`config.mk`:
```
export PLATFORM = sky130hd
export DESIGN_NAME = min_max_priority_table
export DESIGN_NICKNAME = d
export VERILOG_FILES = /design/src/rtl/mmpt_pkg.sv /design/src/rtl/mmpt_ram.sv /design/src/rtl/mmpt_cmp.sv /design/src/rtl/min_max_priority_table.sv
export SDC_FILE = /design/constraint.sdc
export NUM_CORES = 2
export LEC_CHECK = 0
export ABC_AREA = 1
export BUFFER_PORTS_ARGS = -buffer_cell sky130_fd_sc_hd__buf_2
export CAP_MARGIN = 20
export CORE_ASPECT_RATIO = 1.5
export CORE_UTILIZATION = 35
export DETAILED_ROUTE_END_ITERATION = 8
export PLACE_DENSITY = 0.58
export SYNTH_ARGS = -nofsm -noshare
export SYNTH_HDL_FRONTEND = slang
export SYNTH_SLANG_ARGS = --single-unit
```
`constraint.sdc`:
```
create_clock -name clock -period 6.3 [get_ports clock]
set_clock_uncertainty 0.1 [all_clocks]
set_input_delay 1.26 -clock clock [delete_from_list [all_inputs] [get_ports clock]]
set_output_delay 1.26 -clock clock [all_outputs]
set_load 0.1 [all_outputs]
```
`src/rtl/mmpt_pkg.sv`:
```
// Package with the shared constants, codes and types of the min/max priority table.
package mmpt_pkg;

   localparam int CAPACITY   = 64;
   localparam int ID_BITS    = 16;
   localparam int LEVEL_BITS = 8;

   localparam int SLOT_BITS  = (CAPACITY > 1) ? $clog2(CAPACITY) : 1;
   localparam int ENTRY_BITS = ID_BITS + LEVEL_BITS;

   localparam int FUNC_BITS      = 2;
   localparam int REQ_ID_BITS    = 16;
   localparam int REQ_LEVEL_BITS = 8;
   localparam int ANSWER_BITS    = 16;
   localparam int STATUS_BITS    = 2;

   typedef enum logic [FUNC_BITS-1:0] {
      FUNC_ADD     = 2'd0,
      FUNC_REMOVE  = 2'd1,
      FUNC_HARDEST = 2'd2,
      FUNC_EASIEST = 2'd3
   } func_type;

   typedef enum logic [STATUS_BITS-1:0] {
      STATUS_OK    = 2'd0,
      STATUS_EMPTY = 2'd1,
      STATUS_FULL  = 2'd2
   } status_type;

   typedef struct packed {
      logic better;
      logic match;
   } cmp_result_type;

endpackage

```
`src/rtl/mmpt_ram.sv`:
```
// Generic single-port-write, single-port-read RAM with a registered read.
module mmpt_ram #(
   parameter int WIDTH = 8,
   parameter int DEPTH = 64
) (
   input  logic                     clock,
   input  logic                     wr_en,
   input  logic [$clog2(DEPTH)-1:0] wr_addr,
   input  logic [WIDTH-1:0]         wr_data,
   input  logic                     rd_en,
   input  logic [$clog2(DEPTH)-1:0] rd_addr,
   output logic [WIDTH-1:0]         rd_data
);

   logic [WIDTH-1:0] mem_ff [DEPTH];
   logic [WIDTH-1:0] rd_data_ff;

   always_ff @(posedge clock) begin
      if (wr_en) begin
         mem_ff[wr_addr] <= wr_data;
      end
      if (rd_en) begin
         rd_data_ff <= mem_ff[rd_addr];
      end
   end

   assign rd_data = rd_data_ff;

endmodule

```
`src/rtl/mmpt_cmp.sv`:
```
// Shared compare unit: orders one table entry against the running best and matches its id.
module mmpt_cmp (
   input  logic [mmpt_pkg::ID_BITS-1:0]    entry_id,
   input  logic [mmpt_pkg::LEVEL_BITS-1:0] entry_level,
   input  logic [mmpt_pkg::ID_BITS-1:0]    best_id,
   input  logic [mmpt_pkg::LEVEL_BITS-1:0] best_level,
   input  logic [mmpt_pkg::ID_BITS-1:0]    key_id,
   input  logic                            hardest,
   output mmpt_pkg::cmp_result_type        result
);

   logic level_gt;
   logic level_lt;
   logic level_eq;
   logic id_gt;
   logic id_lt;

   always_comb begin
      level_gt = entry_level > best_level;
      level_lt = entry_level < best_level;
      level_eq = entry_level == best_level;
      id_gt    = entry_id > best_id;
      id_lt    = entry_id < best_id;
      if (hardest) begin
         result.better = level_gt || (level_eq && id_gt);
      end else begin
         result.better = level_lt || (level_eq && id_lt);
      end
      result.match = entry_id == key_id;
   end

endmodule

```
`src/rtl/min_max_priority_table.sv`:
```
// Top level of the min/max priority table: sequencer, valid bits and slot scan.
//
// Every item (add, remove, query hardest, query easiest) scans all CAPACITY slots once
// through the slot RAM and the shared compare unit, one slot per cycle, and then applies
// its update and reports one result. An accepted item passes through the scan state,
// the drain state for the last registered read and the apply state, which applies the
// update and registers the result strobe. Busy falls with the strobe, so the next item
// can be accepted at the edge that ends the strobe; a new item is not taken while busy.
// The result is shown on the rsp_ ports for exactly one cycle and must be captured
// then; the receiver cannot hold it. The table is empty after reset and needs no
// clearing time.
module min_max_priority_table (
   input  logic                                clock,
   input  logic                                reset,
   input  logic                                start,
   output logic                                busy,
   input  logic [mmpt_pkg::FUNC_BITS-1:0]      req_func,
   input  logic [mmpt_pkg::REQ_ID_BITS-1:0]    req_item_id,
   input  logic [mmpt_pkg::REQ_LEVEL_BITS-1:0] req_level,
   output logic                                rsp_strobe,
   output logic [mmpt_pkg::ANSWER_BITS-1:0]    rsp_answer_id,
   output logic [mmpt_pkg::STATUS_BITS-1:0]    rsp_status
);

   typedef enum logic [1:0] {
      S_IDLE,
      S_SCAN,
      S_DRAIN,
      S_APPLY
   } state_type;

   state_type                         state_ff, state_in;
   logic [mmpt_pkg::CAPACITY-1:0]     slot_valid_ff, slot_valid_in;
   logic [mmpt_pkg::SLOT_BITS-1:0]    addr_ff, addr_in;
   logic                              eval_ff, eval_in;
   logic [mmpt_pkg::SLOT_BITS-1:0]    eval_idx_ff, eval_idx_in;
   mmpt_pkg::func_type                func_ff, func_in;
   logic [mmpt_pkg::ID_BITS-1:0]      key_id_ff, key_id_in;
   logic [mmpt_pkg::LEVEL_BITS-1:0]   key_level_ff, key_level_in;
   logic                              match_found_ff, match_found_in;
   logic [mmpt_pkg::SLOT_BITS-1:0]    match_idx_ff, match_idx_in;
   logic                              free_found_ff, free_found_in;
   logic [mmpt_pkg::SLOT_BITS-1:0]    free_idx_ff, free_idx_in;
   logic                              best_found_ff, best_found_in;
   logic [mmpt_pkg::ID_BITS-1:0]      best_id_ff, best_id_in;
   logic [mmpt_pkg::LEVEL_BITS-1:0]   best_level_ff, best_level_in;
   logic                              rsp_strobe_ff, rsp_strobe_in;
   logic [mmpt_pkg::ANSWER_BITS-1:0]  rsp_answer_id_ff, rsp_answer_id_in;
   mmpt_pkg::status_type              rsp_status_ff, rsp_status_in;

   logic                              ram_wr_en;
   logic [mmpt_pkg::SLOT_BITS-1:0]    ram_wr_addr;
   logic [mmpt_pkg::ENTRY_BITS-1:0]   ram_wr_data;
   logic                              ram_rd_en;
   logic [mmpt_pkg::ENTRY_BITS-1:0]   ram_rd_data;
   logic [mmpt_pkg::ID_BITS-1:0]      entry_id;
   logic [mmpt_pkg::LEVEL_BITS-1:0]   entry_level;
   logic                              entry_valid;
   logic                              hardest;
   mmpt_pkg::cmp_result_type          cmp_result;

   assign entry_id    = ram_rd_data[mmpt_pkg::ENTRY_BITS-1:mmpt_pkg::LEVEL_BITS];
   assign entry_level = ram_rd_data[mmpt_pkg::LEVEL_BITS-1:0];
   assign entry_valid = slot_valid_ff[eval_idx_ff];
   assign hardest     = func_ff == mmpt_pkg::FUNC_HARDEST;

   mmpt_ram #(
      .WIDTH (mmpt_pkg::ENTRY_BITS),
      .DEPTH (mmpt_pkg::CAPACITY)
   ) u_slot_ram (
      .clock   (clock),
      .wr_en   (ram_wr_en),
      .wr_addr (ram_wr_addr),
      .wr_data (ram_wr_data),
      .rd_en   (ram_rd_en),
      .rd_addr (addr_ff),
      .rd_data (ram_rd_data)
   );

   mmpt_cmp u_cmp (
      .entry_id    (entry_id),
      .entry_level (entry_level),
      .best_id     (best_id_ff),
      .best_level  (best_level_ff),
      .key_id      (key_id_ff),
      .hardest     (hardest),
      .result      (cmp_result)
   );

   always_comb begin
      state_in         = state_ff;
      slot_valid_in    = slot_valid_ff;
      addr_in          = addr_ff;
      eval_in          = 1'b0;
      eval_idx_in      = addr_ff;
      func_in          = func_ff;
      key_id_in        = key_id_ff;
      key_level_in     = key_level_ff;
      match_found_in   = match_found_ff;
      match_idx_in     = match_idx_ff;
      free_found_in    = free_found_ff;
      free_idx_in      = free_idx_ff;
      best_found_in    = best_found_ff;
      best_id_in       = best_id_ff;
      best_level_in    = best_level_ff;
      rsp_strobe_in    = 1'b0;
      rsp_answer_id_in = rsp_answer_id_ff;
      rsp_status_in    = rsp_status_ff;
      ram_wr_en        = 1'b0;
      ram_wr_addr      = match_found_ff ? match_idx_ff : free_idx_ff;
      ram_wr_data      = {key_id_ff, key_level_ff};
      ram_rd_en        = 1'b0;

      if (eval_ff) begin
         if (entry_valid) begin
            if (cmp_result.match && !match_found_ff) begin
               match_found_in = 1'b1;
               match_idx_in   = eval_idx_ff;
            end
            if (!best_found_ff || cmp_result.better) begin
               best_found_in = 1'b1;
               best_id_in    = entry_id;
               best_level_in = entry_level;
            end
         end else if (!free_found_ff) begin
            free_found_in = 1'b1;
            free_idx_in   = eval_idx_ff;
         end
      end

      case (state_ff)
         S_IDLE: begin
            if (start) begin
               func_in        = mmpt_pkg::func_type'(req_func);
               key_id_in      = mmpt_pkg::ID_BITS'(req_item_id);
               key_level_in   = mmpt_pkg::LEVEL_BITS'(req_level);
               match_found_in = 1'b0;
               free_found_in  = 1'b0;
               best_found_in  = 1'b0;
               addr_in        = '0;
               state_in       = S_SCAN;
            end
         end
         S_SCAN: begin
            ram_rd_en = 1'b1;
            eval_in   = 1'b1;
            addr_in   = addr_ff + 1'b1;
            if (addr_ff == mmpt_pkg::SLOT_BITS'(mmpt_pkg::CAPACITY - 1)) begin
               state_in = S_DRAIN;
            end
         end
         S_DRAIN: begin
            state_in = S_APPLY;
         end
         S_APPLY: begin
            rsp_strobe_in    = 1'b1;
            rsp_answer_id_in = '0;
            rsp_status_in    = mmpt_pkg::STATUS_OK;
            case (func_ff)
               mmpt_pkg::FUNC_ADD: begin
                  if (match_found_ff) begin
                     ram_wr_en = 1'b1;
                  end else if (free_found_ff) begin
                     ram_wr_en                  = 1'b1;
                     slot_valid_in[free_idx_ff] = 1'b1;
                  end else begin
                     rsp_status_in = mmpt_pkg::STATUS_FULL;
                  end
               end
               mmpt_pkg::FUNC_REMOVE: begin
                  if (match_found_ff) begin
                     slot_valid_in[match_idx_ff] = 1'b0;
                  end
               end
               default: begin
                  if (best_found_ff) begin
                     rsp_answer_id_in = mmpt_pkg::ANSWER_BITS'(best_id_ff);
                  end else begin
                     rsp_status_in = mmpt_pkg::STATUS_EMPTY;
                  end
               end
            endcase
            state_in = S_IDLE;
         end
         default: begin
            state_in = S_IDLE;
         end
      endcase
   end

   always_ff @(posedge clock) begin
      if (reset) begin
         state_ff      <= S_IDLE;
         slot_valid_ff <= '0;
         eval_ff       <= 1'b0;
         rsp_strobe_ff <= 1'b0;
      end else begin
         state_ff      <= state_in;
         slot_valid_ff <= slot_valid_in;
         eval_ff       <= eval_in;
         rsp_strobe_ff <= rsp_strobe_in;
      end
      addr_ff          <= addr_in;
      eval_idx_ff      <= eval_idx_in;
      func_ff          <= func_in;
      key_id_ff        <= key_id_in;
      key_level_ff     <= key_level_in;
      match_found_ff   <= match_found_in;
      match_idx_ff     <= match_idx_in;
      free_found_ff    <= free_found_in;
      free_idx_ff      <= free_idx_in;
      best_found_ff    <= best_found_in;
      best_id_ff       <= best_id_in;
      best_level_ff    <= best_level_in;
      rsp_answer_id_ff <= rsp_answer_id_in;
      rsp_status_ff    <= rsp_status_in;
   end

   assign busy          = state_ff != S_IDLE;
   assign rsp_strobe    = rsp_strobe_ff;
   assign rsp_answer_id = rsp_answer_id_ff;
   assign rsp_status    = rsp_status_ff;

`ifndef SYNTHESIS
   a_single_strobe: assert property (@(posedge clock) disable iff (reset)
      rsp_strobe |=> !rsp_strobe)
      else $error("Result strobe lasted more than one cycle.");

   a_accept_busy: assert property (@(posedge clock) disable iff (reset)
      (start && !busy) |=> busy)
      else $error("Accepted item did not make the block busy.");

   a_empty_zero: assert property (@(posedge clock) disable iff (reset)
      (rsp_strobe && rsp_status == mmpt_pkg::STATUS_EMPTY) |-> rsp_answer_id == '0)
      else $error("Empty query returned a nonzero id.");

   a_full_all_valid: assert property (@(posedge clock) disable iff (reset)
      (rsp_strobe && rsp_status == mmpt_pkg::STATUS_FULL) |-> (&slot_valid_ff))
      else $error("Full status reported while a slot was free.");
`endif

endmodule
```
After elaboration in Yosys (flattened, before gate mapping)
Memory sizes are Yosys's and may differ from the RTL's. A register that Yosys moved wholly into a read port is not among the register bits.
Index checks and enable logic that the tools add are counted.
{ "op_classes": {"addsub": 1, "mul": 0, "div": 0, "magnitude_cmp": 9, "n_eq_ne": 13, "shifts": 0, "n_mux": 43, "bitwise_logic": 6, "n_reduce_logical": 23} }
{ "op_table": {"columns": ["cell", "count"], "rows": [
  ["$mux W64", 3],
  ["$pmux W64 S2", 1],
  ["$and A64 B64 Y64", 1],
  ["$not A64 Y64", 1],
  ["$or A64 B64 Y64", 1],
  ["$mux W1", 27],
  ["$lt A6 B7 Y1 const B", 3],
  ["$eq A16 B16 Y1", 1],
  ["$gt A16 B16 Y1", 1],
  ["$lt A16 B16 Y1", 1],
  ["$demux W1 S6", 2],
  ["$ge A6 B1 Y1 const B", 2],
  ["$mux W6", 2],
  ["$pmux W6 S2", 1],
  ["$ne A2 B2 Y1 const B", 5],
  ["$reduce_and A3 Y1", 3],
  ["$eq A8 B8 Y1", 1],
  ["$gt A8 B8 Y1", 1],
  ["$lt A8 B8 Y1", 1],
  ["$mux W2", 4],
  ["$pmux W2 S4", 1],
  ["$add A6 B1 Y6 const B", 1],
  ["$bmux W1 S6", 1],
  ["$eq A2 B2 Y1 const B", 3],
  ["12 further kinds", 27]
]} }
{ "word_totals": {"register_bits": 163, "latch_bits": 0, "ramBits": 1536, "rom_bits": 0, "memories": 1} }
{ "mem_list": {"columns": ["name", "depth", "width", "rd", "rd_clocked_by_memory_dff", "write_ports", "line", "rtl"], "rows": [
  ["u_slot_ram.mem_ff", 64, 24, 1, 1, 1, "mmpt_ram.sv:15", "logic [WIDTH-1:0] mem_ff [DEPTH];"]
]} }

Logic depth before layout (Yosys ltp)
{ "logic_depth": {"depth_word": 10, "mapped_depth": 14, "mapped_depth_nobuf": 14} }

By module
Synthesis repeated with hierarchy kept, for this count alone.
{ "hier_totals": {"hier_cells": 6165, "hier_area_um2": 71175.8} }
{ "by_module_without_submodules": {"columns": ["mod", "instances", "cells_per_inst", "area_each_um2"], "rows": [
  ["mmpt_ram", 1, 5230, 62995.4],
  ["min_max_priority_table", 1, 790, 7287.0],
  ["mmpt_cmp", 1, 145, 893.4]
]} }

Worst setup path before layout
No wires, ideal clock.
{ "synth_path": {"path_kind": "register to register", "from": "register state_ff[0]", "to": "memory u_slot_ram.mem_ff[14][0] (netlist name) (enable)", "arrival_time_ns": 2.873, "required_time_ns": 5.795, "slack_ns": 2.922, "stages_incl_launch_ff": 8, "path_buffers": 0, "synth_period_minus_slack_ns": 3.378, "cell_sequence": "dfxtp_1 -> ha_1 -> inv_1 -> a21oi_2 -> nand2_1 -> nor2_1 -> nand4_1 -> nor2_1"} }
{ "synth_via": {"elab_chain_cells": 4} }
{ "synth_lines": {"columns": ["element", "line", "rtl"], "rows": [
  ["from (decl)", "min_max_priority_table.sv:32", "state_type state_ff, state_in;"],
  ["from (signal assigned)", "min_max_priority_table.sv:198", "state_ff <= state_in;"],
  ["$eq A2 B2 Y1", "min_max_priority_table.sv:131", "case (state_ff)"],
  ["$mux W1", "min_max_priority_table.sv:131", null],
  ["$mux W1", "mmpt_ram.sv:19", "if (wr_en) begin"],
  ["$mux W1 (implied by the code)", "mmpt_ram.sv:20", "mem_ff[wr_addr] <= wr_data;"],
  ["to (decl)", "mmpt_ram.sv:15", null]
]} }
No other way between the ends.

Worst setup path in the final report
{ "layout_path": {"from": "register state_ff[1]", "to": "memory u_slot_ram.mem_ff[55][8] (netlist name) (enable)"} }
The elaborated chain is that of the path after synthesis.

==> results.md <==
* Outcome: complete, no violations
* WP depth at 8
* CP max FO at 19
* Buffers on Ports at 48
* Initial antenna violation count at 6
* Hold path cells at 0
* Startpoint Class: register
* Post-DP HPWL at 119000 um
* H-tree Lvls at 4
* Top cells by area, synth: edfxtp_1 (72%), o21ai_0 (6.1%), nor2_1 (4.9%)
* Post_cts resized at 0
* CTS Hold Buffers Added at 0
* Core Box Area at 194000 um2
* Share of cells above drive strength 1 at 9.32%
* Crit Path Category: register to register
* Crit path buffers/inverters at 2
* Yosys warnings at 0
* Area Overhead vs Synth at 12.1%
* Synthesized area at around 70000 um2
* RSZ-0062 raised after global routing: false
* Post-synthesis register bit count at about 1700
* CP Data Required Time at 6.72 ns
* Number of flops mapped to enable cells by yosys at 1646
* DR pass1 iterations at 6
* Post-Syn Nets at 5337
* Cell Rows at 198
* Prevailing post-synth register cell: edfxtp_1
* Max Cap Viol at 0
* Post-route insts no fill at 8012
* Pleak at ~24 nW
* Full die area at 198000 um2
* Final Cycle Share at 67.6%
* WP data arrival at 4.68 ns
* Gpl congestion at 0.883
* All-Layer GR Usage at 20.4%
* Fmax at 235 MHz
* Post-synthesis sequential area ratio at 74.2%
* Worst-path cell chain: ha_1 > inv_1 > a21oi_2 > nand2_1 > nor2_1 > nand4_1 > nor2_2 > buf_16
* Top cell family by delay on the critical path: simple AND/OR/NAND/NOR gates
* IO Pins at 49
* Die span in y at 545 um
* Minimum clock period at 4.26 ns
* Number of global-route vias before repair at 42600
* CP Capture Type: register
* CTS tree: built
* CTS Buf Count at between 150 and 200
* Worst hold path type: register to register
* Detailed-route via count at about 44000
* Drt via density at roughly 5.5
* DP Cell Count at 7719
* Setup TNS at 0 ns
* Number of failing hold endpoints at the final stage at 0
* Count leader, synth: edfxtp_1
* Clk Latency, worst-skew pair at 0.82 ns
* Initial Util at 35.3%
* Post-synth top area cell: edfxtp_1
* CTS max path bufs at 3
* Worst-Margin Slew at 1.01 ns
* First-pass GRT wire length at 294000 um
* Post-place setup slack at 1.73 ns
* Crit path largest cell delay at approximately 0.83 ns
* Final nets at approximately 5300
* Post-route ant nets at 0
* WL final at 206000 um
* Async SR Flop Fraction at 0%
* Post-synthesis cell type count at 39
* Postcts setup bufs at 0
* Fraction of post-synthesis cell area in the top cell type by area at between 70 and 80%
* Max transition margin at 32.7%
* Clk pin slew, worst setup/hold paths at 0.06 ns
* VDD IR max at 0.541 mV
* Cells after Synth at about 5300
* Synth cell count leaders: edfxtp_1 (1646), nor2_1 (906), o21ai_0 (831), nand2_1 (357), nand3_1 (250)
* Root buf cell: clkbuf_16
* Final core occ at 39.6%
* Drt initial violations at 4956
* Overflow after GRT at 0
* Avg Cell Area, Syn at 13.0 um2
* Largest net degree at the start of global routing at 183
* Post-route total power at 33.9 mW
* Worst setup slack after layout at 2.04 ns
* Layout filler cell count at 18000
* CTS Sinks at 1723
* Final setup viols at 0
* Pwr/cell area at 440 nW/um2
* Max Slew Vio Count at 0
* DRC Markers at 0
* Worst r2r path cells at 8
* CP max stage cell: nor2_2
* Die width at 364 um
* Routed wire length per instance at 25.7 um
-- layout by cell type, fill, tap and decap left out, types with 3 or more instances in the layout --
cell type,Yosys,layout
clkinvlp_4,0,3
clkinv_8,0,5
a211oi_1,54,54
buf_4,18,122
inv_16,0,4
a21oi_1,57,57
edfxtp_1,1646,1646
nand2_1,357,357
nor2_1,906,839
clkbuf_1,196,45
bufinv_16,0,6
ha_1,29,29
diode_2,0,3
clkinv_1,2,31
nor2_4,2,4
buf_8,0,5
nand4_1,45,45
o221ai_1,153,153
xnor2_1,6,6
o21bai_1,64,64
clkinv_2,0,23
nand2_4,8,8
inv_1,136,134
nor3_1,11,11
o21ai_0,831,831
o211ai_1,41,41
dfxtp_1,77,77
o22ai_1,213,213
xor2_1,8,8
buf_12,0,13
nand3_1,250,250
nor2_2,0,65
o21ai_1,7,7
inv_2,6,4
nor3b_1,5,5
nor3b_2,6,6
buf_2,95,48
clkbuf_16,0,166
-- cell type report --
type	instances	area (um2)	area share [%]
Sequential cell	1723	51000	66.2
Multi-Input combinational cell	3064	15700	20.4
Clock buffer	214	4360	5.66
Tap cell	2600	3250	4.22
Timing Repair Buffer	190	1550	2.01
Clock inverter	74	657	0.853
Inverter	144	567	0.736
Antenna cell	3	7.51	0.00974
-- registers in the layout (all words and copies together), names as in the netlist, 2 cells and up --
register            cells
key_id_ff              16
key_level_ff            8
func_ff                 2
slot_valid_ff          64
best_id_ff             16
state_ff                2
u_slot_ram.rd_data     24
best_level_ff           8
u_slot_ram.mem_ff    1536
match_idx_ff            6
rsp_answer_id          16
addr_ff                 6
free_idx_ff             6
eval_idx_ff             6
rsp_status              2
-- logic make-up (layout without fill, tap and decap cells) --
group | Yosys count | after routing | share of synthesized area, %
XOR/XNOR | 14 | 14 | 0.178
AO/OA/AOI/OAI | 1426 | 1426 | 12.2
adder cells (fa/ha/maj) | 29 | 29 | 0.528
other | 0 | 3 | 0
flip-flops | 1723 | 1723 | 74.2
AND/OR/NAND/NOR | 1595 | 1595 | 9.65
buffers and inverters | 492 | 622 | 3.23
-- final timing paths --
kind                                             from                       end  slack [ns]
worst max-delay path                      state_ff[1]  u_slot_ram.mem_ff[55][8]        2.04
worst min-delay path            u_slot_ram.rd_data[6]          best_level_ff[6]        0.35
worst max register to register            state_ff[1]  u_slot_ram.mem_ff[55][8]        2.04
worst min register to register  u_slot_ram.rd_data[6]          best_level_ff[6]        0.35
-- per-stage QoR --
step | hold slack [ns] | instance area [um2]
finish | 0.347 | 77100
global route | 0.369 | 77000
CTS | 0.347 | 77000
detailed placement | 0.365 | 72000
global placement | 0.345 | 71900
floorplan | 0.243 | 68700
-- routing by layer --
layer	GRT usage [%]	part of all wire [%]
met5	0	0.0068
met4	14.1	7.5
met3	3.20	6.1
met2	34.6	49
met1	23.7	37
-- where the power goes --
group	internal [mW]	leakage, nW	switching (mW)
logic	2.50	6.39	8.25
clock network	5.15	2.44	4.31
registers	13.4	15.4	0.339
Power figures use the tool's default switching activity.
